`src/sv/trnq_pkg.sv`:
```
// Shared types and constants for the toroidal radius neighbor query unit.
package trnq_pkg;

  localparam int MAX_AGENTS_DEF = 64;
  localparam int FRAC_BITS_DEF  = 4;
  localparam int SCAN_CAP       = 64;
  localparam int IDX_W          = 6;
  localparam int COORD_W        = 16;
  localparam int WORLD_W        = 13;
  localparam int FLOCK_W        = 7;

  // Configuration register indexes
  localparam logic [1:0] REG_FLOCK_SIZE   = 2'd0;
  localparam logic [1:0] REG_WORLD_WIDTH  = 2'd1;
  localparam logic [1:0] REG_WORLD_HEIGHT = 2'd2;

  // Input kinds carried in tuser
  localparam logic MODE_WRITE = 1'b0;
  localparam logic MODE_QUERY = 1'b1;

  typedef struct packed {
    logic [COORD_W-1:0] x;
    logic [COORD_W-1:0] y;
    logic [COORD_W-1:0] r;
  } entry_t;

  // Token that walks the distance test pipeline
  typedef struct packed {
    logic             vld;   // candidate (head) or hit (tail)
    logic             done;  // end-of-scan marker
    logic [IDX_W-1:0] idx;
  } tok_t;

  typedef enum logic [2:0] {
    ST_IDLE,
    ST_SEEK,
    ST_SCAN,
    ST_FLUSH,
    ST_DRAIN
  } state_t;

endpackage

```
`src/sv/trnq_cell.sv`:
```
// One ring cell: holds a single agent entry and passes it to its neighbor on rotation.
module trnq_cell (
  input  logic            clk,
  input  logic            shift,
  input  logic            load,
  input  trnq_pkg::entry_t load_data,
  input  trnq_pkg::entry_t next_data,
  output trnq_pkg::entry_t data
);
  import trnq_pkg::*;

  always_ff @(posedge clk) begin
    if (load) begin
      data <= load_data;
    end else if (shift) begin
      data <= next_data;
    end
  end

endmodule

```
`config.mk`:
```
export PLATFORM = sky130hd
export DESIGN_NAME = trnq_cell
export DESIGN_NICKNAME = d
export VERILOG_FILES = /design/src/sv/trnq_pkg.sv /design/src/sv/trnq_cell.sv
export SDC_FILE = /design/constraint.sdc
export NUM_CORES = 1
export LEC_CHECK = 0
export BUFFER_PORTS_ARGS = -buffer_cell sky130_fd_sc_hd__buf_2
export CAP_MARGIN = 5
export CORE_MARGIN = 10
export CORE_UTILIZATION = 44
export DETAILED_ROUTE_END_ITERATION = 6
export PLACE_DENSITY = 0.88
export SETUP_SLACK_MARGIN = 0.02
export SLEW_MARGIN = 10
export SYNTH_ARGS = -nofsm -noshare
export SYNTH_HDL_FRONTEND = slang
export SYNTH_SLANG_ARGS = --single-unit
```
`constraint.sdc`:
```
create_clock -name clk -period 3.9 [get_ports clk]
set_input_delay 0 -clock clk [delete_from_list [all_inputs] [get_ports clk]]
set_output_delay 0 -clock clk [all_outputs]
set_load 0.03 [all_outputs]
```
==> results of run 1 <==
## path summary, 6_finish.rpt
check                startpoint       end  slack [ps]
setup / recovery           load  data[14]        2190
hold / removal    load_data[41]  data[41]           8
## area by class of cell
class / instances / area, sq um / share of cell area
multi-input combinational: 49 / 581 / 0.183
sequential: 48 / 1440 / 0.455
clock buffer: 6 / 72.6 / 0.0229
timing repair buffer: 170 / 968 / 0.306
clock inverter: 2 / 35.0 / 0.0111
antenna: 1 / 2.50 / 0.000791
tap: 52 / 65.1 / 0.0206
## metal layers
| metal | global-route usage | part of all wire | vias up | wire, microns |
|---|---|---|---|---|
| met1 | 0.143 | 0.33 | 720 | 2210 |
| met2 | 0.309 | 0.53 | 101 | 3580 |
| li1 | - | - | 742 | - |
| met5 | 0 | 0 | - | 0 |
| met4 | 0.0382 | 0.011 | 0 | 76 |
| met3 | 0.0836 | 0.13 | 7 | 895 |
## kinds of logic (layout without fill, tap and decap cells)
family	Yosys count	in the layout	synth area share
other	0	1	0
AND/OR/NAND/NOR	1	1	0.00303
flip-flops	48	48	0.697
buffers and inverters	5	178	0.0218
multiplexers	48	48	0.278
## worst max-delay path: cells and delay by family
kind / cells / cell delay [ps]
AND/OR/NAND/NOR: 1 / 970
buffers and inverters: 2 / 600
## power by group
| group | total (mW) | internal (mW) | switching [mW] |
|---|---|---|---|
| clock network | 0.347 | 0.190 | 0.156 |
| logic | 0.318 | 0.128 | 0.190 |
| registers | 0.647 | 0.633 | 0.0136 |
## placed cells by master, fill, tap and decap left out
cell           instances
buf_2                146
edfxtp_1              48
mux2_2                39
dlygate4sd3_1         23
mux2_4                 9
clkbuf_8               5
diode_2                1
or2_2                  1
bufinv_16              1
clkbuf_1               1
clkinv_2               1
buf_4                  1
## metrics by stage
stage               hold WS [ps]  worst slack [ps]  utilization  power [mW]
floorplan                    217              2100            -       0.842
global route               0.588              2080        0.712        1.36
CTS                       0.0938              2180        0.712        1.32
global placement             301              1960        0.636       0.949
detailed placement           303              1860        0.636       0.957
finish                      7.74              2190        0.712        1.31
## what timing repair did
action                                 4_1_cts  5_1_grt
setup endpoints to repair                    0        0
endpoints found under the hold margin       17        0
hold buffers                                23        0
==> flow_summary.toml, run 1 <==
[setup_path]
cp_slowest_stage_delay_ps = 970
cp_slowest_cell = "or2_2"
start_kind = "primary input"
required_ps = 3810
crit_arrival_ps = 1630
cp_max_fo = 49
path_class = "in2reg"
cp_cell_sequence = "buf_2, buf_4, or2_2"
critPathCaptureType = "register"

[global_routing]
antenna_found_initial = 0
grt-ovfl-total = 0
grt_pass1_wl_microns = 9510
grt_max_degree = 50
grt_util_all_layers = 0.161
grt_pass1_vias = 1767

[floorplan]
initial_core_util = 0.465
die_x_microns = 88.5
io_pins = 147
core_sq_mm = 0.00444
dieArea_sq_mm = 0.00784
rows = 24
fp.dieH_microns = 88.5

[timing]
finalSetupTns_ps = 0
tightest_slew_ps = 1110
final_max_slew_viol_count = 0
timing.final.crit_share = 0.439
setup_viol = 0
slew_headroom = 0.260
hold_viol_final = 0
layout_min_cycle_time_ps = 1710
rsz0062_at_grt = "false"
fmax_mhz = 584

[job]
drv_cap = 0

[cts]
clock_path_buffers = 2
clock-root-buffer = "clkbuf_8"
h-tree-depth = 2
clk_pin_slew_ps = 80
cts_tree = "built"
cts_buffers = 5
cts_sinks = 48
cts_setup_buffers = 0
postCtsResizedCells = 0

[power_and_ir_drop]
leakage_nw = 1.45
ir_drop_mv = 0.298
p_per_area_mw_per_mm2 = 414

[layout]
layout-drive-gt1-share = 0.738
final_cell_area_sq_mm = 0.00317
largest_register = "data"
area_growth_pct = 53.1
final_nets = 373
nFillCells = 308
largest_reg_flops = 48
fin_cells = 328
top_regs = "data x48"

[placed_design]
io_buffers = 146
postPlaceCellArea_sq_mm = 0.00283
place_congestion = 0.716
placed_cells = 296

[synthesis]
syn-cell-area_sq_mm = 0.00207
synth_area_leaders = "edfxtp_1 70%, mux2_2 21%, mux2_4 6.5%"
syn_avg_cell_area_sq_um = 20.3
ys_seq_area_frac = 0.697
synth-seq-cells = 48
syn-num-nets = 201
yosysWarnings = 0
synth_common_cells = "48 x edfxtp_1, 39 x mux2_2, 9 x mux2_4"
synth_edf_count = 48
yosys.area.top_type_share = 0.697
synth.largest_area_cell = "edfxtp_1"
async_flop_share = 0
ys.flop_type = "edfxtp_1"
synthesis.instances = 102
ys_types = 6
yosysMostFrequentCell = "edfxtp_1"

[routing]
vias_per_cell = 4.79
drt_iter0_drc = 37
dr.pass1.iters = 4
drc = 0
ant_nets = 0
vias = 1570
wl_per_cell_microns = 20.6
routed_wl_microns = 6750

[min_path]
hold_class = "in2reg"
hold_path_depth = 2

[status]
outcome = "finished clean"
Power figures use the tool's default switching activity.
==> inputs of run 2 (changes only) <==
CORE_UTILIZATION = 41   (was 44)
PLACE_DENSITY = 0.83   (was 0.88)
clock period = 1.7 ns   (was 3.9 ns; I/O delays follow)
==> run 2 against run 1 <==
Global-route usage fell by 0.080 points; utilization fell by 1.8 points; sequential power rose by 130%; worst hold slack improved by 0.54 ps; sequential share of layout area fell by 2.4 points; critical path type unchanged; critical endpoint is now data[42]; largest power group unchanged; highest routed layer unchanged.
==> flow_summary.toml, run 2 (synthesized netlist as in run 1, its figures left out) <==
[layout]
top_regs = "data x48"
final_cell_area_sq_mm = 0.00334
area_growth_pct = 61.7
final_nets = 390
largest_register = "data"
final_common_cell = "buf_2"
largest_reg_flops = 48
mostFrequentLayoutCells = "146 x buf_2, 48 x edfxtp_1, 39 x mux2_2, 37 x dlygate4sd3_1, 9 x mux2_4"
num_antenna_cells = 0
layout-drive-gt1-share = 0.702

[setup_path]
path_class = "in2reg"
start_kind = "primary input"
cp_slowest_cell = "dlygate4sd3_1"
crit_top_cell = "dlygate4sd3_1"
cp_cell_sequence = "dlygate4sd3_1, buf_2, mux2_4, dlygate4sd3_1"
cpLargestDelayFamily = "buffers and inverters"
path_buf_inv = 3
crit_arrival_ps = 1480
cp_max_fo = 1
cp_slowest_stage_delay_ps = 550
required_ps = 1750
critPathCaptureType = "register"

[timing]
timing.final.crit_share = 0.842
tightest_slew_ps = 599
final_max_slew_viol_count = 0
fmax_mhz = 699
hold_viol_final = 0
layout_min_cycle_time_ps = 1430
slew_headroom = 0.600
setup_viol = 0
rsz0062_at_grt = "false"
finalSetupTns_ps = 0

[routing]
wl_per_cell_microns = 18.4
drc = 0
vias_per_cell = 4.57
routed_wl_microns = 6590
ant_nets = 0
drt_iter0_drc = 49
dr.pass1.iters = 4
vias = 1642

[cts]
clock-root-buffer = "clkbuf_8"
cts_buffers = 5
cts_setup_buffers = 0
clock_path_buffers = 2
cts_sinks = 48
cts_tree = "built"
h-tree-depth = 2
clk_pin_slew_ps = 90

[power_and_ir_drop]
intPower_mw = 2.20
p_per_area_mw_per_mm2 = 905
switching_share = 0.272
ir_drop_mv = 0.477
power.switching_mw = 0.824
leakage_nw = 1.52
p_clk_frac = 0.260
power_frac_seq = 0.490
power.share.combinational = 0.250

[min_path]
hold_class = "in2reg"

[global_routing]
grt_max_degree = 49
grt_pass1_wl_microns = 10700
antenna_found_initial = 0
grt_util_all_layers = 0.160
grt_pass1_vias = 1925
grt-ovfl-total = 0

[job]
drv_cap = 0

[placed_design]
place_congestion = 0.791
postPlaceCellArea_sq_mm = 0.00287
io_buffers = 146

[floorplan]
rows = 25
dieArea_sq_mm = 0.00828
die_x_microns = 91
core_sq_mm = 0.00482
initial_core_util = 0.429
fp.dieH_microns = 91
io_pins = 147

[status]
outcome = "finished clean"
run 2: final timing paths:
path / start / end / slack, ps / cells past startpoint
worst min-delay path: next_data[1] / data[1] / 8 / 2
worst max-delay path: next_data[42] / data[42] / 270 / 4
run 2: power by group through the flow:
| stage | Sequential (mW) | Combinational, mW | Clock [mW] |
|---|---|---|---|
| after global placement | 1.51 | 0.674 | 0 |
| after floorplan | 1.79 | 0.146 | 0 |
| after global routing | 1.50 | 0.806 | 0.852 |
| after detailed placement | 1.51 | 0.683 | 0 |
| final | 1.48 | 0.757 | 0.785 |
| after CTS | 1.48 | 0.758 | 0.806 |
run 2: routing by layer:
metal  GRT usage  part of all wire  vias to the layer above
met4      0.0274            0.0070                        0
met2       0.272              0.48                      109
met1       0.169              0.38                      751
met3      0.0947              0.13                        6
met5           0                 0                        -
li1            -                 -                      776
run 2: final cells by class:
cell class | count | area, sq um
repair buffers | 187 | 1130
fillers | 343 | 1470
clock buffers | 5 | 68.8
well taps | 67 | 83.8
multi-input cells | 49 | 581
clock inverters | 3 | 37.5
flip-flops and latches | 48 | 1440
run 2: repair_timing:
item / in CTS / in global routing
hold buffers: 37 / 0
resized for setup: 0 / 0
hold endpoints to repair: 27 / 0
endpoints found under the setup margin: 0 / 0
run 2: per-stage QoR:
stage / hold slack, ps / setup WS [ps] / util / total power, mW / instances
after floorplan: 217 / 368 / - / 1.93 / 102
after global placement: 300 / 620 / 0.595 / 2.18 / 314
after detailed placement: 303 / 577 / 0.595 / 2.19 / 314
after CTS: 0.0972 / 321 / 0.694 / 3.05 / 359
after global routing: 3.15 / 258 / 0.694 / 3.16 / 359
final: 8.28 / 269 / 0.694 / 3.03 / 359
==> inputs of run 3 (changes only) <==
CORE_UTILIZATION = 37   (was 41)
PLACE_DENSITY = 0.8   (was 0.83)
clock period = 1.3 ns   (was 1.7 ns; I/O delays follow)
==> run 3 against run 2 <==
Wire length decreased by 6.5%; worst setup slack better by 150 ps; worst hold slack improved by 1.5 ps; cell area is 4.4% lower; via count fell by 5.4%; first-iteration DRC count shrank 33%; critical path depth down 3; global-route usage is 2.8 points lower.
==> flow_summary.toml, run 3 (synthesized netlist as in run 1, its figures left out) <==
[layout]
final_nets = 370
mostFrequentLayoutCells = "146 x buf_2, 48 x edfxtp_1, 39 x mux2_2, 17 x dlygate4sd3_1, 9 x mux2_4"
final_common_cell = "buf_2"
top_regs = "data x48"
final_util = 0.584
final_cell_area_sq_mm = 0.00320
layout-drive-gt1-share = 0.757
largest_register = "data"
largest_reg_flops = 48
area_growth_pct = 54.6

[cts]
cts_sinks = 48
clk_pin_slew_ps = 90
clock-root-buffer = "clkbuf_8"
cts_buffers = 5
cts_tree = "built"
postCtsResizedCells = 0
clock_path_buffers = 2
h-tree-depth = 2

[power_and_ir_drop]
p_per_area_mw_per_mm2 = 1220
leakage_nw = 1.45
ir_drop_mv = 0.445

[setup_path]
cp_num_cells = 1
cp_slowest_stage_delay_ps = 400
path_class = "reg2out"
required_ps = 1300
path_buf_inv = 1
start_kind = "register"
cp_max_fo = 1
critPathCaptureType = "output pin"
cp_slowest_cell = "edfxtp_1"
cpLargestDelayFamily = "flip-flops"
crit_arrival_ps = 880
cp_cell_sequence = "buf_2"

[placed_design]
place_congestion = 0.795
postPlaceCellArea_sq_mm = 0.00291
io_buffers = 146
dpl.hpwl_microns = 4870

[min_path]
hold_path_depth = 2
hold_class = "in2reg"

[floorplan]
die_x_microns = 94.7
fp.dieH_microns = 94.7
dieArea_sq_mm = 0.00898
initial_core_util = 0.378
rows = 27
core_sq_mm = 0.00547
io_pins = 147

[global_routing]
grt_max_degree = 30
antenna_found_initial = 1
grt_pass1_wl_microns = 9160
grt_util_all_layers = 0.131
grt_pass1_vias = 1764
grt-ovfl-total = 0

[routing]
dr_wl_met2_microns = 3140
vias = 1554
drt_iter0_drc = 33
vias_per_cell = 4.49
routed_wl_microns = 6160
dr.max_layer_used = "met4"
wl_per_cell_microns = 17.8
dr_wl_met3_microns = 659
drc = 0
dr.pass1.iters = 4
ant_nets = 0
drt-met1-wl_microns = 2150

[timing]
tightest_slew_ps = 255
layout_min_cycle_time_ps = 884
rsz0062_at_grt = "false"
timing.final.crit_share = 0.680
final_max_slew_viol_count = 0
hold_viol_final = 0
fmax_mhz = 1130
setup_viol = 0
finalSetupTns_ps = 0
slew_headroom = 0.830

[status]
outcome = "finished clean"

[job]
drv_cap = 0
[run 3: cell types whose count changed in the layout (fill, tap and decap cells not counted), sizes merged]
cell	before	now
dlygate4sd3	37	17
diode	0	2
clkinv	2	1
clkbuf	5	6
[run 3: layout make-up]
type,count,area [sq um]
fillers,457,2280
clock inverters,2,35.0
repair buffers,167,968
multi-input cells,49,583
well taps,72,90.1
diodes,2,5.00
flip-flops and latches,48,1440
clock buffers,6,72.6
[run 3: where the power goes]
part	internal (mW)	leakage (nW)	switching, mW
Sequential	1.90	0.489	0.0397
Combinational	0.385	0.910	0.561
Clock	0.571	0.0552	0.459
Total	2.85	1.45	1.06
[run 3: per-layer routing]
metal	vias to the layer above	GRT usage
met5	-	0
met4	0	0.0786
met3	12	0.0428
met2	94	0.232
met1	710	0.132
li1	738	-
[run 3: path summary, 6_finish.rpt]
path / to / slack, ps / startpoint
setup / recovery: data[0] / 420 / data[0]
hold / removal: data[2] / 10 / next_data[2]
[run 3: what timing repair did]
action	CTS	global route
hold buffers	16	1
hold endpoints to repair	13	1
setup buffers	0	0
[run 3: per-stage QoR]
step | power (mW) | hold slack, ps | std cells | setup WS, ps
global route | 4.09 | 0.216 | 346 | 381
CTS | 3.96 | 0.170 | 343 | 401
finish | 3.91 | 9.80 | 346 | 416
detailed placement | 2.89 | 304 | 319 | 255
global placement | 2.88 | 300 | 319 | 271
floorplan | 2.53 | 217 | 102 | 201
